--- src/hdl/assert_macros.svh ---
// Assertion macros shared by the 1-Wire master RTL.
`ifndef ASSERT_MACROS_SVH
`define ASSERT_MACROS_SVH

// Property that must hold at every rising edge outside reset.
`define ASSERT_AT_CLK(label, clk, rst_n, prop, msg) \
    label: assert property (@(posedge clk) disable iff (!rst_n) (prop)) \
        else $error(msg);

// Consequent that must hold in the cycle after the antecedent.
`define ASSERT_NEXT(label, clk, rst_n, ante, cons, msg) \
    label: assert property (@(posedge clk) disable iff (!rst_n) (ante) |=> (cons)) \
        else $error(msg);

`endif

--- src/hdl/owbm_pkg.sv ---
// Shared types, codes and constants of the 1-Wire bus master.
package owbm_pkg;

    localparam int CFG_W      = 10;
    localparam int NUM_REGS   = 8;
    localparam int CFG_IDX_W  = 3;
    localparam int PHASE_W    = 4;
    localparam int BYTE_W     = 8;
    localparam int BIT_IDX_W  = 3;

    localparam int DEFAULT_READ_SAMPLE_DELAY = 5;
    localparam int DEFAULT_TICK_COUNT_BITS   = 10;

    localparam int QUEUE_DEPTH = 2;
    localparam int QPTR_W      = (QUEUE_DEPTH > 1) ? $clog2(QUEUE_DEPTH) : 1;
    localparam int QCNT_W      = $clog2(QUEUE_DEPTH + 1);

    // Request codes on req_type.
    localparam logic [1:0] REQ_TICK  = 2'd0;
    localparam logic [1:0] REQ_RESET = 2'd1;
    localparam logic [1:0] REQ_WRITE = 2'd2;
    localparam logic [1:0] REQ_READ  = 2'd3;

    // Configuration register indexes.
    localparam logic [CFG_IDX_W-1:0] R_RESET_LOW  = 3'd0;
    localparam logic [CFG_IDX_W-1:0] R_PRES_WAIT  = 3'd1;
    localparam logic [CFG_IDX_W-1:0] R_RESET_TAIL = 3'd2;
    localparam logic [CFG_IDX_W-1:0] R_W0_LOW     = 3'd3;
    localparam logic [CFG_IDX_W-1:0] R_W1_LOW     = 3'd4;
    localparam logic [CFG_IDX_W-1:0] R_WSLOT      = 3'd5;
    localparam logic [CFG_IDX_W-1:0] R_RD_LOW     = 3'd6;
    localparam logic [CFG_IDX_W-1:0] R_RD_TAIL    = 3'd7;

    // Register values after reset.
    localparam logic [CFG_W-1:0] RST_RESET_LOW  = 10'd480;
    localparam logic [CFG_W-1:0] RST_PRES_WAIT  = 10'd70;
    localparam logic [CFG_W-1:0] RST_RESET_TAIL = 10'd410;
    localparam logic [CFG_W-1:0] RST_W0_LOW     = 10'd65;
    localparam logic [CFG_W-1:0] RST_W1_LOW     = 10'd10;
    localparam logic [CFG_W-1:0] RST_WSLOT      = 10'd75;
    localparam logic [CFG_W-1:0] RST_RD_LOW     = 10'd5;
    localparam logic [CFG_W-1:0] RST_RD_TAIL    = 10'd55;

    // Sequencer phases.
    localparam logic [PHASE_W-1:0] PH_IDLE     = 4'd0;
    localparam logic [PHASE_W-1:0] PH_RST_LOW  = 4'd1;
    localparam logic [PHASE_W-1:0] PH_RST_WAIT = 4'd2;
    localparam logic [PHASE_W-1:0] PH_RST_TAIL = 4'd3;
    localparam logic [PHASE_W-1:0] PH_WR_LOW   = 4'd4;
    localparam logic [PHASE_W-1:0] PH_WR_REC   = 4'd5;
    localparam logic [PHASE_W-1:0] PH_RD_LOW   = 4'd6;
    localparam logic [PHASE_W-1:0] PH_RD_WAIT  = 4'd7;
    localparam logic [PHASE_W-1:0] PH_RD_TAIL  = 4'd8;

    // One classified tick request as it travels from front to back.
    typedef struct packed {
        logic              start_reset;
        logic              start_write;
        logic              start_read;
        logic              cmd;
        logic [BYTE_W-1:0] write_byte;
        logic              line_in;
    } owbm_item_t;

    // A timing value of zero counts as one tick.
    function automatic logic [CFG_W-1:0] at_least_one(input logic [CFG_W-1:0] v);
        at_least_one = (v == '0) ? CFG_W'(1) : v;
    endfunction

endpackage

--- src/hdl/owbm_front.sv ---
// Front end: accepts tick requests, decodes the command and queues them.
`include "assert_macros.svh"

module owbm_front (
    input  logic                           clk,
    input  logic                           rst_n,
    input  logic                           in_valid,
    output logic                           in_ready,
    input  logic [1:0]                     req_type,
    input  logic [owbm_pkg::BYTE_W-1:0]    write_byte,
    input  logic                           line_in,
    output logic                           item_valid,
    input  logic                           item_ready,
    output owbm_pkg::owbm_item_t           item
);
    import owbm_pkg::*;

    owbm_item_t        q_mem [QUEUE_DEPTH];
    owbm_item_t        decoded;
    logic [QPTR_W-1:0] wr_ptr_reg, wr_ptr_next;
    logic [QPTR_W-1:0] rd_ptr_reg, rd_ptr_next;
    logic [QCNT_W-1:0] count_reg, count_next;
    logic              push;
    logic              pop;

    always_comb
    begin
        decoded.start_reset = (req_type == REQ_RESET);
        decoded.start_write = (req_type == REQ_WRITE);
        decoded.start_read  = (req_type == REQ_READ);
        decoded.cmd         = (req_type != REQ_TICK);
        decoded.write_byte  = write_byte;
        decoded.line_in     = line_in;
    end

    assign in_ready   = (count_reg != QCNT_W'(QUEUE_DEPTH));
    assign item_valid = (count_reg != '0);
    assign item       = q_mem[rd_ptr_reg];
    assign push       = in_valid && in_ready;
    assign pop        = item_valid && item_ready;

    always_comb
    begin
        wr_ptr_next = wr_ptr_reg;
        rd_ptr_next = rd_ptr_reg;
        count_next  = count_reg;
        if (push)
        begin
            wr_ptr_next = (wr_ptr_reg == QPTR_W'(QUEUE_DEPTH - 1)) ? '0 : wr_ptr_reg + 1'b1;
        end
        if (pop)
        begin
            rd_ptr_next = (rd_ptr_reg == QPTR_W'(QUEUE_DEPTH - 1)) ? '0 : rd_ptr_reg + 1'b1;
        end
        case ({push, pop})
            2'b10:   count_next = count_reg + 1'b1;
            2'b01:   count_next = count_reg - 1'b1;
            default: count_next = count_reg;
        endcase
    end

    always_ff @(posedge clk or negedge rst_n)
    begin
        if (!rst_n)
        begin
            wr_ptr_reg <= '0;
            rd_ptr_reg <= '0;
            count_reg  <= '0;
        end
        else
        begin
            wr_ptr_reg <= wr_ptr_next;
            rd_ptr_reg <= rd_ptr_next;
            count_reg  <= count_next;
        end
    end

    always_ff @(posedge clk)
    begin
        if (push)
        begin
            q_mem[wr_ptr_reg] <= decoded;
        end
    end

    `ASSERT_AT_CLK(a_count_bound, clk, rst_n, count_reg <= QCNT_W'(QUEUE_DEPTH), "queue count overflow")
    `ASSERT_AT_CLK(a_empty_ptrs, clk, rst_n, (count_reg != '0) || (rd_ptr_reg == wr_ptr_reg), "empty queue with pointers apart")
    `ASSERT_NEXT(a_fill, clk, rst_n, push && !pop && (count_reg == '0), count_reg == QCNT_W'(1), "push into empty queue lost")

endmodule

--- src/hdl/owbm_back.sv ---
// Back end: slot timing sequencer, configuration registers and result register.
`include "assert_macros.svh"

module owbm_back #(
    parameter int READ_SAMPLE_DELAY = owbm_pkg::DEFAULT_READ_SAMPLE_DELAY,
    parameter int TICK_COUNT_BITS   = owbm_pkg::DEFAULT_TICK_COUNT_BITS
) (
    input  logic                             clk,
    input  logic                             rst_n,
    input  logic                             cfg_we,
    input  logic [owbm_pkg::CFG_IDX_W-1:0]   cfg_index,
    input  logic [owbm_pkg::CFG_W-1:0]       cfg_data,
    input  logic                             item_valid,
    output logic                             item_ready,
    input  owbm_pkg::owbm_item_t             item,
    output logic                             out_valid,
    input  logic                             out_ready,
    output logic                             drive_low,
    output logic                             busy_res,
    output logic                             done_res,
    output logic                             presence_ok,
    output logic [owbm_pkg::BYTE_W-1:0]      read_result,
    output logic                             rejected
);
    import owbm_pkg::*;

    localparam int TC_W   = TICK_COUNT_BITS;
    localparam int WIDE_W = (TICK_COUNT_BITS > CFG_W) ? TICK_COUNT_BITS : CFG_W;

    logic [CFG_W-1:0]     cfg_reg [NUM_REGS];

    logic [PHASE_W-1:0]   phase_reg, phase_next;
    logic [TC_W-1:0]      tick_count_reg, tick_count_next;
    logic [BIT_IDX_W-1:0] bit_index_reg, bit_index_next;
    logic [BYTE_W-1:0]    shift_reg, shift_next;
    logic                 pres_low_reg, pres_low_next;
    logic                 pres_result_reg, pres_result_next;
    logic [BYTE_W-1:0]    read_byte_reg, read_byte_next;

    logic                 out_valid_reg;
    logic                 drive_reg, busy_reg, done_reg, rej_reg;
    logic                 drive_c, busy_c, done_c, rej_c;

    logic [CFG_W-1:0]     write_low;
    logic [CFG_W-1:0]     raw_len;
    logic [WIDE_W-1:0]    raw_wide;
    logic [WIDE_W-1:0]    max_wide;
    logic [TC_W-1:0]      phase_len;
    logic                 pop;

    assign item_ready = !out_valid_reg || out_ready;
    assign pop        = item_valid && item_ready;

    always_comb
    begin
        phase_next       = (phase_reg > PH_RD_TAIL) ? PH_IDLE : phase_reg;
        tick_count_next  = tick_count_reg;
        bit_index_next   = bit_index_reg;
        shift_next       = shift_reg;
        pres_low_next    = pres_low_reg;
        pres_result_next = pres_result_reg;
        read_byte_next   = read_byte_reg;
        drive_c          = 1'b0;
        busy_c           = 1'b0;
        done_c           = 1'b0;
        rej_c            = 1'b0;

        // Idle: a command starts an operation on this very tick.
        if (phase_next == PH_IDLE)
        begin
            tick_count_next = '0;
            bit_index_next  = '0;
            if (item.start_reset)
            begin
                pres_low_next = 1'b0;
                phase_next    = PH_RST_LOW;
            end
            else if (item.start_write)
            begin
                shift_next = item.write_byte;
                phase_next = PH_WR_LOW;
            end
            else if (item.start_read)
            begin
                shift_next = '0;
                phase_next = PH_RD_LOW;
            end
        end
        else if (item.cmd)
        begin
            rej_c = 1'b1;
        end

        write_low = at_least_one(shift_next[bit_index_next] ? cfg_reg[R_W1_LOW]
                                                             : cfg_reg[R_W0_LOW]);
        case (phase_next)
            PH_RST_LOW:  raw_len = at_least_one(cfg_reg[R_RESET_LOW]);
            PH_RST_WAIT: raw_len = at_least_one(cfg_reg[R_PRES_WAIT]);
            PH_RST_TAIL: raw_len = at_least_one(cfg_reg[R_RESET_TAIL]);
            PH_WR_LOW:   raw_len = write_low;
            PH_WR_REC:   raw_len = (cfg_reg[R_WSLOT] > write_low) ?
                                   cfg_reg[R_WSLOT] - write_low : CFG_W'(1);
            PH_RD_LOW:   raw_len = at_least_one(cfg_reg[R_RD_LOW]);
            PH_RD_WAIT:  raw_len = at_least_one(CFG_W'(READ_SAMPLE_DELAY));
            default:     raw_len = at_least_one(cfg_reg[R_RD_TAIL]);
        endcase

        // Saturate to what the tick counter can hold.
        raw_wide  = WIDE_W'(raw_len);
        max_wide  = WIDE_W'((1 << TICK_COUNT_BITS) - 1);
        phase_len = TC_W'((raw_wide > max_wide) ? max_wide : raw_wide);

        if (phase_next != PH_IDLE)
        begin
            busy_c  = 1'b1;
            drive_c = (phase_next == PH_RST_LOW) || (phase_next == PH_WR_LOW) ||
                      (phase_next == PH_RD_LOW);
            if (({1'b0, tick_count_next} + 1'b1) >= {1'b0, phase_len})
            begin
                tick_count_next = '0;
                case (phase_next)
                    PH_RST_LOW:
                    begin
                        phase_next = PH_RST_WAIT;
                    end
                    PH_RST_WAIT:
                    begin
                        pres_low_next = !item.line_in;
                        phase_next    = PH_RST_TAIL;
                    end
                    PH_RST_TAIL:
                    begin
                        pres_result_next = pres_low_next && item.line_in;
                        done_c           = 1'b1;
                        phase_next       = PH_IDLE;
                    end
                    PH_WR_LOW:
                    begin
                        phase_next = PH_WR_REC;
                    end
                    PH_WR_REC:
                    begin
                        if (bit_index_next == '1)
                        begin
                            done_c         = 1'b1;
                            bit_index_next = '0;
                            phase_next     = PH_IDLE;
                        end
                        else
                        begin
                            bit_index_next = bit_index_next + 1'b1;
                            phase_next     = PH_WR_LOW;
                        end
                    end
                    PH_RD_LOW:
                    begin
                        phase_next = PH_RD_WAIT;
                    end
                    PH_RD_WAIT:
                    begin
                        if (item.line_in)
                        begin
                            shift_next[bit_index_next] = 1'b1;
                        end
                        phase_next = PH_RD_TAIL;
                    end
                    default:
                    begin
                        if (bit_index_next == '1)
                        begin
                            read_byte_next = shift_next;
                            done_c         = 1'b1;
                            bit_index_next = '0;
                            phase_next     = PH_IDLE;
                        end
                        else
                        begin
                            bit_index_next = bit_index_next + 1'b1;
                            phase_next     = PH_RD_LOW;
                        end
                    end
                endcase
            end
            else
            begin
                tick_count_next = tick_count_next + 1'b1;
            end
        end
    end

    always_ff @(posedge clk or negedge rst_n)
    begin
        if (!rst_n)
        begin
            cfg_reg[R_RESET_LOW]  <= RST_RESET_LOW;
            cfg_reg[R_PRES_WAIT]  <= RST_PRES_WAIT;
            cfg_reg[R_RESET_TAIL] <= RST_RESET_TAIL;
            cfg_reg[R_W0_LOW]     <= RST_W0_LOW;
            cfg_reg[R_W1_LOW]     <= RST_W1_LOW;
            cfg_reg[R_WSLOT]      <= RST_WSLOT;
            cfg_reg[R_RD_LOW]     <= RST_RD_LOW;
            cfg_reg[R_RD_TAIL]    <= RST_RD_TAIL;
            phase_reg             <= PH_IDLE;
            tick_count_reg        <= '0;
            bit_index_reg         <= '0;
            shift_reg             <= '0;
            pres_low_reg          <= 1'b0;
            pres_result_reg       <= 1'b0;
            read_byte_reg         <= '0;
            out_valid_reg         <= 1'b0;
        end
        else
        begin
            if (cfg_we)
            begin
                cfg_reg[cfg_index] <= cfg_data;
            end
            if (pop)
            begin
                phase_reg       <= phase_next;
                tick_count_reg  <= tick_count_next;
                bit_index_reg   <= bit_index_next;
                shift_reg       <= shift_next;
                pres_low_reg    <= pres_low_next;
                pres_result_reg <= pres_result_next;
                read_byte_reg   <= read_byte_next;
                out_valid_reg   <= 1'b1;
            end
            else if (out_ready)
            begin
                out_valid_reg <= 1'b0;
            end
        end
    end

    always_ff @(posedge clk)
    begin
        if (pop)
        begin
            drive_reg <= drive_c;
            busy_reg  <= busy_c;
            done_reg  <= done_c;
            rej_reg   <= rej_c;
        end
    end

    assign out_valid   = out_valid_reg;
    assign drive_low   = drive_reg;
    assign busy_res    = busy_reg;
    assign done_res    = done_reg;
    assign rejected    = rej_reg;
    assign presence_ok = pres_result_reg;
    assign read_result = read_byte_reg;

    `ASSERT_AT_CLK(a_done_busy, clk, rst_n, !(out_valid_reg && done_reg) || busy_reg, "done without busy")
    `ASSERT_AT_CLK(a_drive_busy, clk, rst_n, !(out_valid_reg && drive_reg) || busy_reg, "bus driven while idle")
    `ASSERT_AT_CLK(a_idle_clear, clk, rst_n, (phase_reg != PH_IDLE) || ((tick_count_reg == '0) && (bit_index_reg == '0)), "idle with counters set")

endmodule

--- src/hdl/one_wire_bus_master_core.sv ---
// Top level of the 1-Wire bus master: front end, request queue and slot sequencer.

// Every request is one bus tick (one microsecond in normal use) and produces exactly one
// result, so the block sustains one request per clock cycle while results are read: the
// front end accepts a request whenever its two-entry queue has room, and the sequencer
// retires one queued request per cycle into the output register whenever that register
// is empty or being read. Requests are queued and results registered. The sequencer runs
// reset with presence detect (req_type 1), byte write (2) and byte read (3), least
// significant bit first, with the slot timings held in eight configuration registers
// written through cfg_we, cfg_index and cfg_data; write them only while the block is idle.
// A command that arrives while an operation is running is dropped and flagged on
// rejected. drive_low is meant to control an open-drain pull-down on the bus.
module one_wire_bus_master_core #(
    parameter int READ_SAMPLE_DELAY = owbm_pkg::DEFAULT_READ_SAMPLE_DELAY,
    parameter int TICK_COUNT_BITS   = owbm_pkg::DEFAULT_TICK_COUNT_BITS
) (
    input  logic                             clk,
    input  logic                             rst_n,
    input  logic                             cfg_we,
    input  logic [owbm_pkg::CFG_IDX_W-1:0]   cfg_index,
    input  logic [owbm_pkg::CFG_W-1:0]       cfg_data,
    input  logic                             in_valid,
    output logic                             in_ready,
    input  logic [1:0]                       req_type,
    input  logic [owbm_pkg::BYTE_W-1:0]      write_byte,
    input  logic                             line_in,
    output logic                             out_valid,
    input  logic                             out_ready,
    output logic                             drive_low,
    output logic                             busy_res,
    output logic                             done_res,
    output logic                             presence_ok,
    output logic [owbm_pkg::BYTE_W-1:0]      read_result,
    output logic                             rejected
);
    import owbm_pkg::*;

    // Decoded requests waiting for the sequencer.
    owbm_item_t item;
    logic       item_valid;
    logic       item_ready;

    // The front end decodes each request and holds it until the sequencer takes it,
    // so a stalled result blocks the request side only once the queue is full.
    owbm_front u_front (
        .clk        (clk),
        .rst_n      (rst_n),
        .in_valid   (in_valid),
        .in_ready   (in_ready),
        .req_type   (req_type),
        .write_byte (write_byte),
        .line_in    (line_in),
        .item_valid (item_valid),
        .item_ready (item_ready),
        .item       (item)
    );

    // The sequencer advances the bus timing by one tick for every request it retires.
    owbm_back #(
        .READ_SAMPLE_DELAY (READ_SAMPLE_DELAY),
        .TICK_COUNT_BITS   (TICK_COUNT_BITS)
    ) u_back (
        .clk         (clk),
        .rst_n       (rst_n),
        .cfg_we      (cfg_we),
        .cfg_index   (cfg_index),
        .cfg_data    (cfg_data),
        .item_valid  (item_valid),
        .item_ready  (item_ready),
        .item        (item),
        .out_valid   (out_valid),
        .out_ready   (out_ready),
        .drive_low   (drive_low),
        .busy_res    (busy_res),
        .done_res    (done_res),
        .presence_ok (presence_ok),
        .read_result (read_result),
        .rejected    (rejected)
    );

endmodule
--- config.mk ---
export PLATFORM = sky130hd
export DESIGN_NAME = one_wire_bus_master_core
export DESIGN_NICKNAME = d
export VERILOG_FILES = /design/src/hdl/owbm_pkg.sv /design/src/hdl/owbm_front.sv /design/src/hdl/owbm_back.sv /design/src/hdl/one_wire_bus_master_core.sv
export VERILOG_INCLUDE_DIRS = /design/src /design/src/hdl
export SDC_FILE = /design/constraint.sdc
export NUM_CORES = 1
export LEC_CHECK = 0
export ABC_AREA = 1
export BUFFER_PORTS_ARGS = -buffer_cell sky130_fd_sc_hd__buf_2
export CORE_MARGIN = 10
export CORE_UTILIZATION = 50
export CTS_CLUSTER_DIAMETER = 100
export DETAILED_ROUTE_END_ITERATION = 10
export GPL_TIMING_DRIVEN = 1
export PLACE_DENSITY = 0.67
export SYNTH_ARGS = -nofsm -noshare
export SYNTH_HDL_FRONTEND = slang
export SYNTH_SLANG_ARGS = --single-unit
--- constraint.sdc ---
create_clock -name clk -period 12.55 [get_ports clk]
set_clock_uncertainty 0.1 [all_clocks]
set_input_delay 1.255 -clock clk [delete_from_list [all_inputs] [get_ports clk]]
set_output_delay 1.255 -clock clk [all_outputs]
set_load 0.03 [all_outputs]
==> run summary <==
most frequent cells in the layout: nand2_1, o21ai_0, dfrtp_1
worst reg2reg startpoint: u_front.rd_ptr_reg$_DFFE_PN0P_
Hold WS: 380.5 ps
postcts setup bufs: 0
initial antenna violation count: 0
max reg flops: 80
Yosys cell types: 57
crit path to: u_back.phase_reg[3]$_DFFE_PN0P_
WP data arrival: 7260 ps
Gate power share: 0.472
core region area: 15890 um2
maximum clock insertion buffer count: 2
CP Depth: 45
critical path's largest stage delay: 660 ps
Largest delay share family, worst path: simple AND/OR/NAND/NOR gates
Switch Pwr: 1.046 mW
Reg clk slew, reported paths: 60 ps
Vias/cell: 5.379
# hold bufs at CTS: 0
XOR/XNOR share of the synthesized area: 0.01725
Switching Fraction: 0.4434
largest net degree at the start of global routing: 76
number of hold violations in the final report: 0
Final HPWL DP: 14800 um
worst skew pair latency: 430 ps
io pins: 44
max-cap viol count: 0
synthesized area: 8123 um2
crit end category: flip-flop
Pint: 1.313 mW
Mapped Cells: 978
Seq pwr share: 0.298
Vias: 6659
cts bufs inserted: 17
sequential fraction of the synthesis area: 0.4848
Final min period: 7070 ps
crit path buf inv count: 5
Pleak: 4.244 nW
grt total ovfl: 0
Simple-Gate Fraction of Synth Area: 0.2434
worst setup path startpoint: u_front.rd_ptr_reg$_DFFE_PN0P_
Slew @ Worst Pin: 1182 ps
nets@finish: 1064
FMAX: 0.1414 GHz
Cell Rows: 46
pwr/cell area: 259.4 nW/um2
Tcrit/Tclk final: 0.5633
number of DRC markers in iteration 0: 520
yosys warns: 0
DRC: 0
share of cells above drive strength 1: 0.1575
setup TNS: 0 ps
slack of the critical path: 5480 ps
clock power share: 0.229
HP Class: flip-flop to flip-flop
#FFs+latches synth: 150
Post-synth EDFFs: 30
die width: 147.5 um
Max-slew headroom: 0.2092
Antenna Cells: 0
slowest CP cell: dfrtp_1
Synth Area in Compound Gates: 0.1470
post-synthesis area per instance: 8.306 um2
max-slew violation count: 0
synth-to-layout area growth: 11.95%
starting density of the core: 0.5113
drt first pass iters: 6
Inst Count DP: 1206
main combinational cell family by area after synthesis: simple AND/OR/NAND/NOR gates
Adder-Cell Fraction of Synth Area: 0.04097
Die Area: 21740 um2
clock sink count: 150
CTS tree: yes
Detail Route Antenna Nets: 0
# setup viols final: 0
most common cell after layout, fill and taps aside: nand2_1
clk root buf: clkbuf_16
WP data required: 12740 ps
routability cong.: 0.9761
number of port buffers: 43
most used cell, CP: nand2_1
maximum vdd ir drop: 0.0001273 V
r2r worst-path depth: 45
Finished Core Util: 0.5725
RR Endpoint: u_back.phase_reg[3]$_DFFE_PN0P_
vias in the first global route: 6332
post-cts sizing count: 0
Hold Path Depth: 2
Startpoint Class: flip-flop
type of the worst setup path: flip-flop to flip-flop
chip height: 147.5 um
pre-CTS setup slack: 5542 ps
flop-to-flop setup slack: 5480 ps
post-synthesis mux area share: 0
status: completed
gr usage total: 0.1935
fin cells: 1238
Synth Net Count: 1033
H-tree levels: 4
RSZ-0062 raised after global routing: false
Avg WL per Cell: 16.88 um
Most used DFF post-synth: dfrtp_1
aggregate routed wire length: 20890 um
first-pass GRT wire length: 33750 um
Crit Path Max Fanout: 21
Post-synth ARST share: 0.8000
-- layout make-up --
cell class | instances | area [um2]
fill | 1459 | 6792
sequential | 150 | 3938
inverter | 99 | 371.6
multi-input combinational | 695 | 3652
timing repair buffer | 46 | 240.2
clock buffer | 19 | 442.9
clock inverter | 13 | 178.9
tap | 216 | 270.3
-- power by group through the flow --
| stage | sequential [mW] | clock (mW) | combinational (mW) |
|---|---|---|---|
| 4_1_cts | 0.702 | 0.548 | 1.10 |
| 2_1_floorplan | 0.694 | 0 | 0.844 |
| 3_3_place_gp | 0.708 | 0 | 1.09 |
| 5_1_grt | 0.715 | 0.570 | 1.25 |
| 3_5_place_dp | 0.708 | 0 | 1.09 |
| 6_report | 0.703 | 0.541 | 1.11 |
-- metrics by stage --
stage               area (um2)  power, mW
CTS                       9094      2.354
global route              9094      2.532
global placement          8472      1.795
finish                    9094      2.359
detailed placement        8472      1.801
floorplan                 8123      1.538
-- synth_stat cells (all sizes together), types with 2 or more instances --
cell type / n / area [um2]
o21a: 4 / 30.03
o31ai: 4 / 30.03
a211oi: 3 / 22.52
inv: 98 / 367.9
o211ai: 4 / 35.03
nand4: 12 / 90.09
dfstp: 27 / 709.4
a21oi: 38 / 197.7
nand2: 273 / 1102
nor4: 10 / 62.56
edfxtp: 30 / 900.9
xnor2: 6 / 52.55
ha: 25 / 312.8
nor2: 81 / 336.6
a31oi: 6 / 37.54
o2111ai: 2 / 17.52
clkbuf: 22 / 82.58
nand3b: 7 / 52.55
nand3: 43 / 232.7
xor2: 10 / 87.58
buf: 12 / 87.58
dfrtp: 93 / 2327
o32ai: 3 / 26.28
o21ai: 137 / 704.4
nor3: 13 / 75.07
-- worst min path at each step --
stage | startpoint | endpoint | slack (ps)
floorplan | u_back.cfg_reg[42]$_DFFE_PN0P_ | u_back.cfg_reg[42]$_DFFE_PN0P_ | 340
global placement | u_back.cfg_reg[47]$_DFFE_PN0P_ | u_back.cfg_reg[47]$_DFFE_PN0P_ | 360
detailed placement | u_back.cfg_reg[37]$_DFFE_PN0P_ | u_back.cfg_reg[37]$_DFFE_PN0P_ | 370
CTS | u_back.cfg_reg[45]$_DFFE_PN0P_ | u_back.cfg_reg[45]$_DFFE_PN0P_ | 390
global route | u_back.cfg_reg[23]$_DFFE_PN1P_ | u_back.cfg_reg[23]$_DFFE_PN1P_ | 400
finish | u_back.cfg_reg[45]$_DFFE_PN0P_ | u_back.cfg_reg[45]$_DFFE_PN0P_ | 380
-- layer usage --
layer  global-route usage  vias up  wire length (um)
met2               0.3057      195              9780
met5                    0        -                 0
met4              0.06789        0               362
met1               0.2623     3106              9700
li1                     -     3328                 -
met3              0.03327       30              1049
-- logic make-up (layout without fill, tap and decap cells) --
group                    after synthesis  in the layout
AND/OR/NAND/NOR                      442            442
adder cells (fa/ha/maj)               26             26
XOR/XNOR                              16             16
buffers and inverters                133            177
AO/OA/AOI/OAI                        211            211
flip-flops                           150            150
-- worst reg2reg max path: cells and delay by family, from the launching register on --
| kind | cells | cell delay, ps |
|---|---|---|
| adder cells (fa/ha/maj) | 3 | 870 |
| flip-flops | 1 | 660 |
| buffers and inverters | 5 | 660 |
| AND/OR/NAND/NOR | 24 | 2470 |
| AO/OA/AOI/OAI | 13 | 2200 |
Power figures use the tool's default switching activity.
